$ cat src/rtl/t0apc_pkg.sv
// Package for the T=0 procedure controller: codes, item and burst types,
// and the status word mapping. Depends on nothing.
package t0apc_pkg;

   // Input modes.
   localparam logic [1:0] MODE_START = 2'd0;
   localparam logic [1:0] MODE_CARD  = 2'd1;
   localparam logic [1:0] MODE_HOST  = 2'd2;

   // Result kinds.
   localparam logic [1:0] KIND_TO_CARD = 2'd0;
   localparam logic [1:0] KIND_TO_HOST = 2'd1;
   localparam logic [1:0] KIND_STATUS  = 2'd2;

   // Final status codes.
   localparam logic [2:0] ST_OK       = 3'd0;
   localparam logic [2:0] ST_BAD_CMD  = 3'd1;
   localparam logic [2:0] ST_BAD_INS  = 3'd2;
   localparam logic [2:0] ST_BAD_P1P2 = 3'd3;
   localparam logic [2:0] ST_BAD_P3   = 3'd4;
   localparam logic [2:0] ST_UNKNOWN  = 3'd5;
   localparam logic [2:0] ST_BAD_PROC = 3'd6;

   // Controller phases.
   localparam logic [1:0] PH_IDLE = 2'd0;
   localparam logic [1:0] PH_PROC = 2'd1;
   localparam logic [1:0] PH_SW2  = 2'd2;
   localparam logic [1:0] PH_MOVE = 2'd3;

   // Special byte values.
   localparam logic [7:0] CLA_INVALID = 8'hFF;
   localparam logic [7:0] PROC_NULL   = 8'h60;
   localparam logic [7:0] SW1_OK      = 8'h90;
   localparam logic [7:0] SW1_BAD_CMD = 8'h6E;
   localparam logic [7:0] SW1_BAD_INS = 8'h6D;
   localparam logic [7:0] SW1_BAD_P12 = 8'h6B;
   localparam logic [7:0] SW1_BAD_P3  = 8'h67;
   localparam logic [7:0] SW1_UNKNOWN = 8'h6F;
   localparam logic [3:0] NIB_SW_6    = 4'h6;
   localparam logic [3:0] NIB_SW_9    = 4'h9;
   localparam logic [8:0] FULL_LENGTH = 9'd256;

   // A burst holds at most the five header bytes.
   localparam int BURST_MAX = 5;
   localparam int CNT_W     = $clog2(BURST_MAX + 1);

   typedef struct packed {
      logic [1:0] mode;
      logic [7:0] cla;
      logic [7:0] ins;
      logic [7:0] p1;
      logic [7:0] p2;
      logic [7:0] p3;
      logic       write_flag;
      logic [7:0] data_byte;
   } item_type;

   typedef struct packed {
      logic [CNT_W-1:0]                count;
      logic [1:0]                      kind;
      logic [BURST_MAX-1:0][7:0]       bytes;
      logic [2:0]                      status;
      logic [7:0]                      sw1;
      logic [7:0]                      sw2;
   } burst_type;

   function automatic logic [2:0] map_sw1(input logic [7:0] s1);
      logic [2:0] st;
      case (s1)
         SW1_OK:      st = ST_OK;
         SW1_BAD_CMD: st = ST_BAD_CMD;
         SW1_BAD_INS: st = ST_BAD_INS;
         SW1_BAD_P12: st = ST_BAD_P1P2;
         SW1_BAD_P3:  st = ST_BAD_P3;
         SW1_UNKNOWN: st = ST_UNKNOWN;
         default:     st = ST_BAD_PROC;
      endcase
      return st;
   endfunction

   function automatic logic is_sw_nibble(input logic [7:0] b);
      return (b[7:4] == NIB_SW_6) || (b[7:4] == NIB_SW_9);
   endfunction

endpackage

$ cat src/rtl/t0apc_if.sv
// Valid/ready channel interfaces for the request and response words.
// Depends on nothing.
interface t0apc_req_if;
   logic       valid;
   logic       ready;
   logic [1:0] mode;
   logic [7:0] cla;
   logic [7:0] ins;
   logic [7:0] p1;
   logic [7:0] p2;
   logic [7:0] p3;
   logic       write_flag;
   logic [7:0] data_byte;
   modport source (output valid, mode, cla, ins, p1, p2, p3, write_flag, data_byte,
                   input ready);
   modport sink   (input valid, mode, cla, ins, p1, p2, p3, write_flag, data_byte,
                   output ready);
endinterface

interface t0apc_rsp_if;
   logic       valid;
   logic       ready;
   logic [1:0] kind;
   logic [7:0] byte_out;
   logic [2:0] status;
   logic [7:0] sw1;
   logic [7:0] sw2;
   logic       last;
   modport source (output valid, kind, byte_out, status, sw1, sw2, last, input ready);
   modport sink   (input valid, kind, byte_out, status, sw1, sw2, last, output ready);
endinterface

$ cat src/rtl/t0apc_core.sv
// Procedure byte state machine: holds the command state and turns one
// word into a burst of results. Depends on t0apc_pkg.
module t0apc_core (
   input  logic                clock,
   input  logic                reset,
   input  logic                step,
   input  t0apc_pkg::item_type item,
   output t0apc_pkg::burst_type burst
);

   logic [1:0] phase_ff,      phase_in;
   logic [7:0] saved_ins_ff,  saved_ins_in;
   logic       write_dir_ff,  write_dir_in;
   logic [8:0] remaining_ff,  remaining_in;
   logic       moving_all_ff, moving_all_in;
   logic [7:0] saved_sw1_ff,  saved_sw1_in;

   logic [8:0] rem_dec;
   logic [7:0] b;

   assign b       = item.data_byte;
   assign rem_dec = remaining_ff - 9'd1;

   always_comb begin
      phase_in      = phase_ff;
      saved_ins_in  = saved_ins_ff;
      write_dir_in  = write_dir_ff;
      remaining_in  = remaining_ff;
      moving_all_in = moving_all_ff;
      saved_sw1_in  = saved_sw1_ff;
      burst         = '0;

      case (item.mode)
         t0apc_pkg::MODE_START: begin
            burst.count  = t0apc_pkg::CNT_W'(1);
            burst.kind   = t0apc_pkg::KIND_STATUS;
            phase_in     = t0apc_pkg::PH_IDLE;
            if (item.cla == t0apc_pkg::CLA_INVALID) begin
               burst.status = t0apc_pkg::ST_BAD_CMD;
            end else if (t0apc_pkg::is_sw_nibble(item.ins)) begin
               burst.status = t0apc_pkg::ST_BAD_INS;
            end else begin
               saved_ins_in  = item.ins;
               write_dir_in  = item.write_flag;
               remaining_in  = (item.p3 != 8'd0) ? {1'b0, item.p3}
                                                  : t0apc_pkg::FULL_LENGTH;
               moving_all_in = 1'b0;
               phase_in      = t0apc_pkg::PH_PROC;
               burst.count   = t0apc_pkg::CNT_W'(t0apc_pkg::BURST_MAX);
               burst.kind    = t0apc_pkg::KIND_TO_CARD;
               burst.bytes   = {item.p3, item.p2, item.p1, item.ins, item.cla};
            end
         end
         t0apc_pkg::MODE_CARD: begin
            case (phase_ff)
               t0apc_pkg::PH_PROC: begin
                  if (b == t0apc_pkg::PROC_NULL) begin
                     phase_in = phase_ff;
                  end else if (t0apc_pkg::is_sw_nibble(b)) begin
                     saved_sw1_in = b;
                     phase_in     = t0apc_pkg::PH_SW2;
                  end else if (b == saved_ins_ff) begin
                     moving_all_in = 1'b1;
                     if (remaining_ff != 9'd0) begin
                        phase_in = t0apc_pkg::PH_MOVE;
                     end
                  end else if (b == ~saved_ins_ff && remaining_ff != 9'd0) begin
                     moving_all_in = 1'b0;
                     phase_in      = t0apc_pkg::PH_MOVE;
                  end else begin
                     // Unknown byte, or a one-byte ack with nothing left.
                     phase_in     = t0apc_pkg::PH_IDLE;
                     burst.count  = t0apc_pkg::CNT_W'(1);
                     burst.kind   = t0apc_pkg::KIND_STATUS;
                     burst.status = t0apc_pkg::ST_BAD_PROC;
                  end
               end
               t0apc_pkg::PH_SW2: begin
                  phase_in     = t0apc_pkg::PH_IDLE;
                  burst.count  = t0apc_pkg::CNT_W'(1);
                  burst.kind   = t0apc_pkg::KIND_STATUS;
                  burst.status = t0apc_pkg::map_sw1(saved_sw1_ff);
                  burst.sw1    = saved_sw1_ff;
                  burst.sw2    = b;
               end
               t0apc_pkg::PH_MOVE: begin
                  if (!write_dir_ff) begin
                     remaining_in   = rem_dec;
                     burst.count    = t0apc_pkg::CNT_W'(1);
                     burst.kind     = t0apc_pkg::KIND_TO_HOST;
                     burst.bytes[0] = b;
                     if (!(moving_all_ff && rem_dec != 9'd0)) begin
                        phase_in = t0apc_pkg::PH_PROC;
                     end
                  end
               end
               default: begin
                  phase_in = phase_ff;
               end
            endcase
         end
         t0apc_pkg::MODE_HOST: begin
            if (phase_ff == t0apc_pkg::PH_MOVE && write_dir_ff) begin
               remaining_in   = rem_dec;
               burst.count    = t0apc_pkg::CNT_W'(1);
               burst.kind     = t0apc_pkg::KIND_TO_CARD;
               burst.bytes[0] = b;
               if (!(moving_all_ff && rem_dec != 9'd0)) begin
                  phase_in = t0apc_pkg::PH_PROC;
               end
            end
         end
         default: begin
            phase_in = phase_ff;
         end
      endcase
   end

   always_ff @(posedge clock) begin
      if (reset) begin
         phase_ff      <= t0apc_pkg::PH_IDLE;
         saved_ins_ff  <= '0;
         write_dir_ff  <= 1'b0;
         remaining_ff  <= '0;
         moving_all_ff <= 1'b0;
         saved_sw1_ff  <= '0;
      end else if (step) begin
         phase_ff      <= phase_in;
         saved_ins_ff  <= saved_ins_in;
         write_dir_ff  <= write_dir_in;
         remaining_ff  <= remaining_in;
         moving_all_ff <= moving_all_in;
         saved_sw1_ff  <= saved_sw1_in;
      end
   end

   // The count never exceeds a full block of 256.
   a_rem_range: assert property (@(posedge clock) disable iff (reset)
      remaining_ff <= t0apc_pkg::FULL_LENGTH)
      else $error("remaining count out of range");

   // Data only moves while some count is left.
   a_move_count: assert property (@(posedge clock) disable iff (reset)
      phase_ff == t0apc_pkg::PH_MOVE |-> remaining_ff != 9'd0)
      else $error("move phase with nothing left");

   // An accepted header always leaves the block waiting for a procedure byte.
   a_header_phase: assert property (@(posedge clock) disable iff (reset)
      step && burst.count == t0apc_pkg::CNT_W'(t0apc_pkg::BURST_MAX)
      |=> phase_ff == t0apc_pkg::PH_PROC)
      else $error("header sent but not in procedure phase");

endmodule

$ cat src/rtl/t0apc_burst.sv
// Result register: holds one burst and hands it out one word per cycle while rsp_if is ready.
// Depends on t0apc_pkg and t0apc_rsp_if.
module t0apc_burst (
   input  logic                 clock,
   input  logic                 reset,
   input  logic                 load,
   input  t0apc_pkg::burst_type burst,
   output logic                 free,
   t0apc_rsp_if.source          rsp_if
);

   logic                           valid_ff, valid_in;
   logic [t0apc_pkg::CNT_W-1:0]    idx_ff,   idx_in;
   t0apc_pkg::burst_type           hold_ff;
   logic                           out_last;
   logic                           take;

   assign out_last = (idx_ff == hold_ff.count - t0apc_pkg::CNT_W'(1));
   assign take     = valid_ff && rsp_if.ready;
   assign free     = !valid_ff || (take && out_last);

   always_comb begin
      valid_in = valid_ff;
      idx_in   = idx_ff;
      if (load) begin
         valid_in = 1'b1;
         idx_in   = '0;
      end else if (take) begin
         if (out_last) begin
            valid_in = 1'b0;
         end else begin
            idx_in = idx_ff + t0apc_pkg::CNT_W'(1);
         end
      end
   end

   always_ff @(posedge clock) begin
      if (reset) begin
         valid_ff <= 1'b0;
         idx_ff   <= '0;
      end else begin
         valid_ff <= valid_in;
         idx_ff   <= idx_in;
      end
   end

   always_ff @(posedge clock) begin
      if (load) begin
         hold_ff <= burst;
      end
   end

   assign rsp_if.valid    = valid_ff;
   assign rsp_if.kind     = hold_ff.kind;
   assign rsp_if.byte_out = hold_ff.bytes[idx_ff[2:0]];
   assign rsp_if.status   = hold_ff.status;
   assign rsp_if.sw1      = hold_ff.sw1;
   assign rsp_if.sw2      = hold_ff.sw2;
   assign rsp_if.last     = out_last;

   a_idx_range: assert property (@(posedge clock) disable iff (reset)
      valid_ff |-> idx_ff < hold_ff.count)
      else $error("burst index past its count");

   a_status_last: assert property (@(posedge clock) disable iff (reset)
      valid_ff && hold_ff.kind == t0apc_pkg::KIND_STATUS |-> out_last)
      else $error("status word not marked last");

   a_load_free: assert property (@(posedge clock) disable iff (reset)
      load |-> free)
      else $error("burst loaded over a pending one");

   a_drain: assert property (@(posedge clock) disable iff (reset)
      take && out_last && !load |=> !valid_ff)
      else $error("burst still valid after its last word");

endmodule

$ cat src/rtl/t0_apdu_procedure_controller_unit.sv
// Top level of the T=0 APDU procedure controller: input register, command
// state machine and result burst register. Depends on t0apc_pkg, t0apc_if,
// t0apc_core and t0apc_burst.
//
//   Channel   Direction   Handshake       Word
//   req_if    in          valid/ready     mode, cla, ins, p1, p2, p3, write_flag, data_byte
//   rsp_if    out         valid/ready     kind, byte_out, status, sw1, sw2, last
//
// A request word is captured in an input register and is processed once
// the result register is free or drains its last word. Words that give
// no result or one result flow at one word per cycle while rsp_if is ready.
// An accepted start command gives a five-word header burst, which holds
// the result register until all five words leave by the single output port.
// A stall on rsp_if holds the burst in place and back-pressures req_if
// once the input register is full. Synchronous reset clears the valid
// flags and the command state to idle.
module t0_apdu_procedure_controller_unit (
   input  logic        clock,
   input  logic        reset,
   t0apc_req_if.sink   req_if,
   t0apc_rsp_if.source rsp_if
);

   logic                 in_valid_ff, in_valid_in;
   t0apc_pkg::item_type  item_ff;
   t0apc_pkg::burst_type burst;
   logic                 free;
   logic                 step;
   logic                 accept;

   // The held word is processed once the result side can take its burst.
   assign step          = in_valid_ff && free;
   assign req_if.ready  = !in_valid_ff || step;
   assign accept        = req_if.valid && req_if.ready;

   always_comb begin
      in_valid_in = in_valid_ff;
      if (accept) begin
         in_valid_in = 1'b1;
      end else if (step) begin
         in_valid_in = 1'b0;
      end
   end

   always_ff @(posedge clock) begin
      if (reset) begin
         in_valid_ff <= 1'b0;
      end else begin
         in_valid_ff <= in_valid_in;
      end
   end

   always_ff @(posedge clock) begin
      if (accept) begin
         item_ff <= '{mode:       req_if.mode,
                      cla:        req_if.cla,
                      ins:        req_if.ins,
                      p1:         req_if.p1,
                      p2:         req_if.p2,
                      p3:         req_if.p3,
                      write_flag: req_if.write_flag,
                      data_byte:  req_if.data_byte};
      end
   end

   t0apc_core u_core (
      .clock (clock),
      .reset (reset),
      .step  (step),
      .item  (item_ff),
      .burst (burst)
   );

   // Words that cause no result only update the command state.
   t0apc_burst u_burst (
      .clock  (clock),
      .reset  (reset),
      .load   (step && burst.count != '0),
      .burst  (burst),
      .free   (free),
      .rsp_if (rsp_if)
   );

endmodule
$ cat src/flat_wrapper.sv
// flat-port wrapper written by rule: the top's interface ports become plain ports
module t0_apdu_procedure_controller_unit_flat 
  (clock, reset, req_if_valid, req_if_mode, req_if_cla, req_if_ins, req_if_p1, req_if_p2, req_if_p3, req_if_write_flag, req_if_data_byte, req_if_ready, rsp_if_valid, rsp_if_kind, rsp_if_byte_out, rsp_if_status, rsp_if_sw1, rsp_if_sw2, rsp_if_last, rsp_if_ready);
  t0apc_req_if req_if_i ();
  t0apc_rsp_if rsp_if_i ();
  input  logic clock;
  input  logic reset;
  input wire logic [$bits(req_if_i.valid)-1:0] req_if_valid;
  input wire logic [$bits(req_if_i.mode)-1:0] req_if_mode;
  input wire logic [$bits(req_if_i.cla)-1:0] req_if_cla;
  input wire logic [$bits(req_if_i.ins)-1:0] req_if_ins;
  input wire logic [$bits(req_if_i.p1)-1:0] req_if_p1;
  input wire logic [$bits(req_if_i.p2)-1:0] req_if_p2;
  input wire logic [$bits(req_if_i.p3)-1:0] req_if_p3;
  input wire logic [$bits(req_if_i.write_flag)-1:0] req_if_write_flag;
  input wire logic [$bits(req_if_i.data_byte)-1:0] req_if_data_byte;
  output wire logic [$bits(req_if_i.ready)-1:0] req_if_ready;
  output wire logic [$bits(rsp_if_i.valid)-1:0] rsp_if_valid;
  output wire logic [$bits(rsp_if_i.kind)-1:0] rsp_if_kind;
  output wire logic [$bits(rsp_if_i.byte_out)-1:0] rsp_if_byte_out;
  output wire logic [$bits(rsp_if_i.status)-1:0] rsp_if_status;
  output wire logic [$bits(rsp_if_i.sw1)-1:0] rsp_if_sw1;
  output wire logic [$bits(rsp_if_i.sw2)-1:0] rsp_if_sw2;
  output wire logic [$bits(rsp_if_i.last)-1:0] rsp_if_last;
  input wire logic [$bits(rsp_if_i.ready)-1:0] rsp_if_ready;
  assign req_if_i.valid = req_if_valid;
  assign req_if_i.mode = req_if_mode;
  assign req_if_i.cla = req_if_cla;
  assign req_if_i.ins = req_if_ins;
  assign req_if_i.p1 = req_if_p1;
  assign req_if_i.p2 = req_if_p2;
  assign req_if_i.p3 = req_if_p3;
  assign req_if_i.write_flag = req_if_write_flag;
  assign req_if_i.data_byte = req_if_data_byte;
  assign req_if_ready = req_if_i.ready;
  assign rsp_if_valid = rsp_if_i.valid;
  assign rsp_if_kind = rsp_if_i.kind;
  assign rsp_if_byte_out = rsp_if_i.byte_out;
  assign rsp_if_status = rsp_if_i.status;
  assign rsp_if_sw1 = rsp_if_i.sw1;
  assign rsp_if_sw2 = rsp_if_i.sw2;
  assign rsp_if_last = rsp_if_i.last;
  assign rsp_if_i.ready = rsp_if_ready;
  t0_apdu_procedure_controller_unit u_core (.clock(clock), .reset(reset), .req_if(req_if_i), .rsp_if(rsp_if_i));
endmodule
$ cat config.mk
export PLATFORM = sky130hd
export DESIGN_NAME = t0_apdu_procedure_controller_unit_flat
export DESIGN_NICKNAME = d
export VERILOG_FILES = /design/src/rtl/t0apc_pkg.sv /design/src/rtl/t0apc_if.sv /design/src/rtl/t0apc_core.sv /design/src/rtl/t0apc_burst.sv /design/src/rtl/t0_apdu_procedure_controller_unit.sv /design/src/flat_wrapper.sv
export SDC_FILE = /design/constraint.sdc
export NUM_CORES = 1
export LEC_CHECK = 0
export BUFFER_PORTS_ARGS = -buffer_cell sky130_fd_sc_hd__buf_2
export CORE_MARGIN = 10
export CORE_UTILIZATION = 50
export CTS_CLUSTER_SIZE = 24
export DETAILED_ROUTE_END_ITERATION = 16
export HOLD_SLACK_MARGIN = 0.06
export PLACE_DENSITY = 0.7
export RECOVER_POWER = 25
export SYNTH_ARGS = -nofsm -noshare
export SYNTH_HDL_FRONTEND = slang
export SYNTH_SLANG_ARGS = --single-unit
$ cat constraint.sdc
create_clock -name clock -period 9.44 [get_ports clock]
set_input_delay 1.888 -clock clock [delete_from_list [all_inputs] [get_ports clock]]
set_output_delay 1.888 -clock clock [all_outputs]
set_load 0.01 [all_outputs]
==> results.txt, run 1 <==
outcome -> finished, final reports clean
sequential-to-total area share from yosys stat -> 60.4%
Setup Fix Bufs, Post-CTS -> 0
initial antenna violation count -> 0
Tot Pwr -> 1.44 mW
1st-pass router iterations -> 5
RSZ-0062 raised after global routing -> no
Core ar. -> 0.0133 mm2
register area -> 0.00410 mm2
number of synthesized flops with an enable pin -> 114
crit-path cells -> buf_2, a41o_1, nor2_1, nand2_1, buf_2
CTS tree -> done
DP HPWL -> 10300 um
die height -> 137 um
final setup TNS -> 0 ps
remaining global-route overflow -> 0
Adder-Cell Fraction of Synth Area -> 2.03%
slew margin rel. -> 23.3%
global-route wire length before repair -> 24100 um
CP delay by family, top -> simple AND/OR/NAND/NOR gates
switching part of the total -> 22.6%
# diodes -> 0
CTS buffer count -> 17
Mapped Cells -> 541
post-layout min period -> 4710 ps
# DRC -> 0
Total Wirelength -> 14800 um
Max-cap violations -> 0
Crit path arrival time -> 2820 ps
Final Hold Slack -> 500 ps
Clk pin slew, worst setup/hold paths -> 60 ps
Area Growth Syn to Fin -> 13.8%
vias per std cell -> 5.64
clock skew -> 7.29 ps
Hold Path Class -> flip-flop to flip-flop
Final ANT Viol Nets -> 0
Post-Syn Nets -> 607
Comb pwr share -> 6.2%
Hold Buf Count CTS -> 0
vias in the first global route -> 4528
# nets final -> 666
crit path kind -> input port to output pin
Post-synth ARST share -> 0%
Max VDD drop -> 0.000122 V
Initial Utilization -> 51.1%
Clk Latency, worst-skew pair -> 420 ps
worst-path fanout max -> 3
Post-Synthesis Cell Area -> 0.00679 mm2
Peak Freq -> 212 MHz
Crit. End Element -> output pin
Synth Area in Compound Gates -> 9.51%
Simple-Gate Fraction of Synth Area -> 14.6%
WL/cell -> 18.8 um
largest family of logic cells by synthesized area -> simple AND/OR/NAND/NOR gates
Pleak -> 2.95 nW
Die ar. -> 0.0186 mm2
#FFs+latches synth -> 148
CP max stage cell -> nor2_1
worst slew pin tran -> 1150 ps
Longest Clk Path Bufs -> 2
total track usage -> 16.6%
final worst path period share -> 49.9%
die width -> 137 um
delay of the slowest critical-path stage -> 280 ps
P_sw -> 0.326 mW
Setup Viol. Count Final -> 0
synthesized area per cell -> 12.5 um2
clk root buf -> clkbuf_16
filler cell count -> 1084
PortBufs -> 86
Post-synth top flop -> edfxtp_1
fraction of layout cells with a size suffix above 1 -> 23.5%
P per Cell Area -> 187 mW/mm2
mux contribution to synthesized area -> 6.08%
largest net degree at the start of global routing -> 67
CTS sink cnt -> 148
xor and xnor area share after synthesis -> 1.81%
Worst setup SP type -> input port
Worst Path Required -> 7550 ps
Netlist cell types -> 69
final max-slew violation count -> 0
Ports -> 87
CP most frequent cell -> buf_2
Int Pwr -> 1.12 mW
H-tree depth -> 4
Post-CTS Resized -> 0
routability cong. -> 0.837
multi-input logic area -> 0.00233 mm2
Sequential Power Share -> 51.0%
via count -> 4448
clock share of power -> 42.8%
Synthesis Warnings -> 0
crit path buf inv count -> 2
initial DRC count -> 350
row count -> 42
Fin. Hold Viols -> 0
-- registers in the layout (all words and copies together) (netlist names), 2 cells and up --
name,count
u_core.u_core.remaining_ff,9
u_core.u_burst.rsp_if.kind,2
u_core.u_core.saved_ins_ff,8
u_core.u_burst.rsp_if.sw2,8
u_core.u_core.saved_sw1_ff,8
u_core.u_burst.rsp_if.sw1,8
u_core.u_burst.idx_ff,3
u_core.u_core.phase_ff,2
u_core.item_ff,51
u_core.u_burst.rsp_if.status,3
u_core.u_burst.hold_ff,42
-- metrics by stage --
step | util [%] | cells | worst slack (ps) | instance area (um2)
finish | 58.1 | 788 | 4730 | 7720
global route | 58.1 | 788 | 4650 | 7720
CTS | 58.1 | 788 | 4750 | 7730
detailed placement | 54.0 | 757 | 4750 | 7180
global placement | 54.0 | 757 | 4760 | 7180
floorplan | - | 541 | 4270 | 6790
-- final timing paths --
kind | endpoint | cells after the start | slack (ps) | from
max | req_if_ready | 5 | 4730 | rsp_if_ready
min | u_core.u_core.remaining_ff[1] | 2 | 500 | u_core.u_core.remaining_ff[1]
max reg2reg | u_core.u_burst.hold_ff[52] | 7 | 6160 | u_core.u_core.remaining_ff[0]
min reg2reg | u_core.u_core.remaining_ff[1] | 2 | 500 | u_core.u_core.remaining_ff[1]
-- kinds of logic (layout without fill, tap and decap cells) --
| kind of cell | Yosys count | count (layout) |
|---|---|---|
| AND/OR/NAND/NOR | 178 | 178 |
| adder cells (fa/ha/maj) | 11 | 11 |
| multiplexers | 31 | 31 |
| buffers and inverters | 71 | 142 |
| XOR/XNOR | 14 | 14 |
| AO/OA/AOI/OAI | 88 | 88 |
| flip-flops | 148 | 148 |
-- cell usage after synthesis, drive strengths merged, types with 2 or more instances --
cell | number | area [um2]
dfxtp | 34 | 681
nand3 | 2 | 10.0
nor4 | 7 | 43.8
edfxtp | 114 | 3420
and3 | 18 | 113
o31ai | 3 | 36.3
mux4 | 8 | 180
nor3 | 12 | 70.1
nand2 | 35 | 131
and2 | 34 | 215
a31oi | 4 | 25.0
a21oi | 26 | 138
a21boi | 3 | 22.5
o21ai | 15 | 78.8
o32ai | 8 | 92.6
nor3b | 2 | 15.0
nor2 | 35 | 131
mux2i | 21 | 210
clkbuf | 17 | 63.8
inv | 23 | 86.3
mux2 | 2 | 22.5
ha | 11 | 138
nand2b | 5 | 31.3
a211oi | 3 | 27.5
or2 | 2 | 12.5
xor2 | 9 | 78.8
o22ai | 2 | 12.5
a22o | 8 | 70.1
o2111ai | 2 | 17.5
or4 | 2 | 18.8
and3b | 2 | 17.5
nor2b | 2 | 12.5
xnor2 | 5 | 43.8
buf | 30 | 219
nor4b | 4 | 50.1
or3 | 4 | 25.0
nand4 | 7 | 43.8
a211o | 2 | 17.5
-- layout make-up --
class | instances | area share, %
tap | 176 | 2.85
clock buffer | 19 | 5.60
timing repair buffer | 87 | 5.65
sequential | 148 | 53.1
clock inverter | 12 | 1.44
multi-input combinational | 322 | 30.2
inverter | 24 | 1.17
-- worst min-delay path, delay by kind of cell (launching register included) --
kind	cells	cell delay, ps
flops	1	340
compound gates	1	40
simple gates	1	80
-- power by group through the flow --
stage	Clock [mW]	Combinational [mW]	Sequential [mW]
after floorplan	0	0.0645	0.743
after global placement	0	0.0866	0.749
after detailed placement	0	0.0892	0.749
after CTS	0.627	0.0900	0.736
after global routing	0.661	0.100	0.738
final	0.617	0.0897	0.736
-- metal layers --
layer | wire (um) | GRT usage, % | vias up
met5 | 0 | 0 | -
met1 | 6410 | 21.6 | 2148
li1 | - | - | 2106
met4 | 383 | 7.57 | 0
met2 | 7020 | 25.5 | 162
met3 | 984 | 4.33 | 32
-- layout by cell type (no fill, tap or decap), types with 4 or more instances in the layout --
cell type   Yosys  layout
a21oi_1        24      23
ha_1           11      11
nand2b_1        5       5
dfxtp_1        34      34
clkinvlp_4      0       6
o32ai_1         5       5
edfxtp_1      114     114
a31oi_1         4       4
nor3_1         10      10
a22o_1          8       8
xor2_1          9       9
or3_1           4       4
nand2_1        35      35
nor4_1          7       7
nor2_1         35      35
mux4_2          8       8
mux2i_1        21      21
and3_1         18      18
clkbuf_16       0      17
inv_1          23      23
buf_2           4      85
nand4_1         7       7
xnor2_1         5       5
and2_1         33      33
o21ai_0        13      13
Note: power is estimated with default switching activity, not from simulation.
==> inputs of run 2 (changes only) <==
Settings changed: PLACE_DENSITY 0.7 to 0.73.
Clock period 9.44 ns to 3.9 ns, I/O delays scaled along.
==> results.txt, run 2 (synthesis results as in run 1) <==
Crit. End Element -> flip-flop
Hold Path Class -> flip-flop to flip-flop
outcome -> finished, final reports clean
vias per std cell -> 5.58
R2R Path End -> u_core.u_burst.hold_ff[42]
total track usage -> 16.8%
worst hold start -> u_core.item_ff[8]
Setup Fix Bufs, Post-CTS -> 0
fraction of layout cells with a size suffix above 1 -> 23.8%
die height -> 137 um
remaining global-route overflow -> 0
Die ar. -> 0.0186 mm2
Hold Crit Depth -> 2
Core ar. -> 0.0133 mm2
Ports -> 87
worst-path fanout max -> 34
initial antenna violation count -> 0
Initial Utilization -> 51.1%
worst slew pin tran -> 986 ps
Max-cap violations -> 0
max reg flops -> 51
R2R cell count -> 8
Crit path arrival time -> 3200 ps
final worst path period share -> 79.2%
Max VDD drop -> 0.000304 V
reg2reg start -> u_core.u_core.remaining_ff[0]
Clk Latency, worst-skew pair -> 430 ps
final setup TNS -> 0 ps
1st-pass router iterations -> 4
# diodes -> 0
# DRC -> 0
final core utilization -> 58.9%
Worst setup SP type -> flip-flop
Hold Buf Count CTS -> 0
global-route wire length before repair -> 24200 um
Worst Path Required -> 4010 ps
row count -> 42
Pleak -> 3.01 nW
RSZ-0062 raised after global routing -> no
Hold Crit Endpoint -> u_core.u_core.write_dir_ff
crit path kind -> flip-flop to flip-flop
Fin. Hold Viols -> 0
PortBufs -> 86
CTS sink cnt -> 148
clk root buf -> clkbuf_16
Clk pin slew, worst setup/hold paths -> 60 ps
commonest non-fill, non-tap cells in the layout -> edfxtp_1 (114), buf_2 (81), nor2_1 (35), nand2_1 (35), dfxtp_1 (34)
# nets final -> 670
slew margin rel. -> 33.8%
Peak Freq -> 324 MHz
filler cell count -> 1036
clock skew -> 14.0 ps
CTS tree -> done
via count -> 4426
die width -> 137 um
Area Growth Syn to Fin -> 15.4%
DP HPWL -> 10900 um
most common cell after layout, fill and taps aside -> edfxtp_1
biggest regs -> u_core.item_ff x51, u_core.u_burst.hold_ff x42, u_core.u_core.remaining_ff x9
WL/cell -> 19.4 um
initial DRC count -> 312
Largest Register -> u_core.item_ff
final max-slew violation count -> 0
Final ANT Viol Nets -> 0
Setup Viol. Count Final -> 0
Total Wirelength -> 15400 um
H-tree depth -> 4
routability cong. -> 0.887
reg-to-reg setup timing slack -> 810 ps
vias in the first global route -> 4389
Post-CTS Resized -> 0
largest net degree at the start of global routing -> 45
CTS buffer count -> 17
post-layout min period -> 3090 ps
P per Cell Area -> 468 mW/mm2
Longest Clk Path Bufs -> 2
-- run 2: cell count changes in the layout (fill, tap and decap cells not counted), sizes merged --
| cell | previous run | this run |
|---|---|---|
| clkbuf | 20 | 23 |
| inv | 23 | 32 |
| clkinv | 6 | 2 |
| bufinv | 1 | 2 |
| clkinvlp | 6 | 2 |
-- run 2: critical path: stages, from the launching register on --
cell and delay [ps]:
dfxtp_1 360, inv_1 80, ha_1 270, or4b_4 530
nor4b_4 320, nor3_2 150, o31ai_4 290, and2_4 480
buf_12 270
-- run 2: through the flow --
stage               cell area (um2)  power, mW  hold WS, ps  cells  setup slack [ps]
floorplan                      6790       1.95          453    541               980
global placement               7240       2.03          467    761               971
detailed placement             7240       2.04          496    761               852
CTS                            7840       3.68          508    793               799
global route                   7830       3.79          506    793               638
finish                         7830       3.67          501    793               813
-- run 2: worst max-delay path by stage --
stage                                   from                         end  slack, ps
6_report       u_core.u_core.remaining_ff[0]  u_core.u_burst.hold_ff[42]        810
5_1_grt             u_core.u_burst.idx_ff[0]                req_if_ready        640
4_1_cts             u_core.u_burst.idx_ff[0]                req_if_ready        800
3_5_place_dp   u_core.u_core.remaining_ff[0]  u_core.u_burst.hold_ff[57]        850
3_3_place_gp   u_core.u_core.remaining_ff[0]  u_core.u_burst.hold_ff[54]        970
2_1_floorplan                   rsp_if_ready           u_core.item_ff[0]        980
-- run 2: area by class of cell --
class	count	area, um2	area share, %
Sequential cell	148	4100	52.4
Inverter	24	90.1	1.15
Clock inverter	14	164	2.09
Timing Repair Buffer	91	487	6.21
Tap cell	176	220	2.81
Multi-Input combinational cell	322	2330	29.7
Clock buffer	18	439	5.61
-- run 2: per-layer routing --
layer	track usage (%)	up-vias	share of wire, %
met4	6.04	0	1.8
met2	26.1	160	47
met1	21.8	2138	44
met3	5.39	18	7.3
met5	0	-	0
li1	-	2110	-
-- run 2: report_power, final --
| group | switching [mW] | internal (mW) |
|---|---|---|
| Clock | 0.682 | 0.980 |
| Sequential | 0.0404 | 1.74 |
| Combinational | 0.128 | 0.0936 |
==> inputs of run 3 (changes only) <==
Clock period 3.9 ns to 2.62 ns, I/O delays scaled along.
==> results.txt, run 3 (synthesis results as in run 1) <==
worst slew pin tran -> 951 ps
routability cong. -> 0.859
filler cell count -> 1026
Clk Latency, worst-skew pair -> 420 ps
clk root buf -> clkbuf_16
Max-cap violations -> 0
vias in the first global route -> 4614
Crit path arrival time -> 2630 ps
Hold Buf Count CTS -> 0
Comb pwr share -> 6.4%
Worst Path Required -> 2740 ps
# nets final -> 685
Final ANT Viol Nets -> 0
Sequential Power Share -> 48.2%
Pleak -> 3.09 nW
clock share of power -> 45.5%
Cell Area, Placed -> 0.00738 mm2
die height -> 137 um
Fin. Hold Viols -> 0
largest net degree at the start of global routing -> 47
final core utilization -> 60.1%
Int Pwr -> 4.34 mW
post-layout min period -> 2520 ps
initial DRC count -> 336
Final Hold Slack -> 277 ps
clock skew -> 6.82 ps
fraction of layout cells with a size suffix above 1 -> 25.0%
Worst Setup Slack, final -> 103 ps
final worst path period share -> 96.1%
Clk pin slew, worst setup/hold paths -> 60 ps
Area Growth Syn to Fin -> 17.6%
register area -> 0.00411 mm2
RSZ-0062 raised after global routing -> no
via count -> 4491
global-route wire length before repair -> 23900 um
1st-pass router iterations -> 5
Longest Clk Path Bufs -> 2
multi-input logic area -> 0.00235 mm2
worst-path fanout max -> 12
initial antenna violation count -> 0
CP max stage cell -> or4b_4
max reg flops -> 51
Max VDD drop -> 0.000475 V
total track usage -> 16.6%
Ports -> 87
outcome -> finished, final reports clean
Hold Path Class -> input port to flip-flop
die width -> 137 um
most common cell after layout, fill and taps aside -> edfxtp_1
Worst setup SP type -> flip-flop
slew margin rel. -> 36.1%
remaining global-route overflow -> 0
CTS sink cnt -> 148
commonest non-fill, non-tap cells in the layout -> edfxtp_1 (114), buf_2 (76), nor2_1 (35), nand2_1 (35), and2_1 (33)
final instance area -> 0.00799 mm2
Setup Fix Bufs, Post-CTS -> 0
Peak Freq -> 397 MHz
dpl ws -> 109 ps
WL/cell -> 18.3 um
# diodes -> 0
delay of the slowest critical-path stage -> 510 ps
Tot Pwr -> 5.51 mW
biggest regs -> u_core.item_ff x51, u_core.u_burst.hold_ff x42, u_core.u_core.remaining_ff x9
switching part of the total -> 21.2%
final max-slew violation count -> 0
PortBufs -> 86
Initial Utilization -> 51.1%
Largest Register -> u_core.item_ff
crit-path cells -> inv_2, ha_4, or4b_4, nor4b_4, nor3_4, o31ai_4, and2_4, buf_4
crit path kind -> flip-flop to flip-flop
Die ar. -> 0.0186 mm2
DP HPWL -> 10700 um
Crit. End Element -> flip-flop
vias per std cell -> 5.56
P_sw -> 1.17 mW
P per Cell Area -> 690 mW/mm2
Setup Viol. Count Final -> 0
Total Wirelength -> 14800 um
# DRC -> 0
row count -> 42
CTS buffer count -> 17
CTS tree -> done
H-tree depth -> 4
Core ar. -> 0.0133 mm2
run 3: final timing paths:
kind | startpoint | endpoint | slack [ps] | cells past startpoint
min | req_if_ins[5] | u_core.item_ff[38] | 280 | 1
min reg2reg | u_core.u_core.remaining_ff[1] | u_core.u_core.remaining_ff[1] | 490 | 2
max | u_core.u_core.remaining_ff[1] | u_core.u_burst.hold_ff[44] | 100 | 8
max reg2reg | u_core.u_core.remaining_ff[1] | u_core.u_burst.hold_ff[44] | 100 | 8
run 3: metrics by stage:
step | instances | TNS, ps
global route | 808 | 0
finish | 808 | 0
global placement | 776 | 0
CTS | 808 | 0
floorplan | 541 | -2640
detailed placement | 776 | 0
run 3: what timing repair did:
item,CTS,global route
setup endpoints to repair,0,55
hold endpoints to repair,0,0
gates resized for setup,0,1
run 3: per-layer routing:
metal	global-route usage, %	wire (um)	vias to the layer above
met1	19.6	6000	2168
li1	-	-	2144
met5	0	0	-
met2	27.6	7370	160
met4	6.04	242	0
met3	5.35	1160	19
run 3: layout make-up:
type | instances | share of cell area (%)
multi-input cells | 322 | 29.4
well taps | 176 | 2.76
flip-flops and latches | 148 | 51.4
clock buffers | 20 | 5.47
inverters | 24 | 1.13
clock inverters | 12 | 2.24
repair buffers | 106 | 7.58
run 3: power groups by stage:
stage | combinational (mW) | sequential, mW | clock (mW)
floorplan | 0.240 | 2.67 | 0
global placement | 0.338 | 2.70 | 0
detailed placement | 0.349 | 2.70 | 0
CTS | 0.354 | 2.65 | 2.55
global route | 0.390 | 2.66 | 2.66
finish | 0.352 | 2.65 | 2.51
run 3: critical path, delay by kind of cell (launching register included):
kind | cells | cell delay (ps)
flip-flops | 1 | 340
buffers and inverters | 2 | 290
AO/OA/AOI/OAI | 1 | 200
AND/OR/NAND/NOR | 4 | 1210
adder cells (fa/ha/maj) | 1 | 160
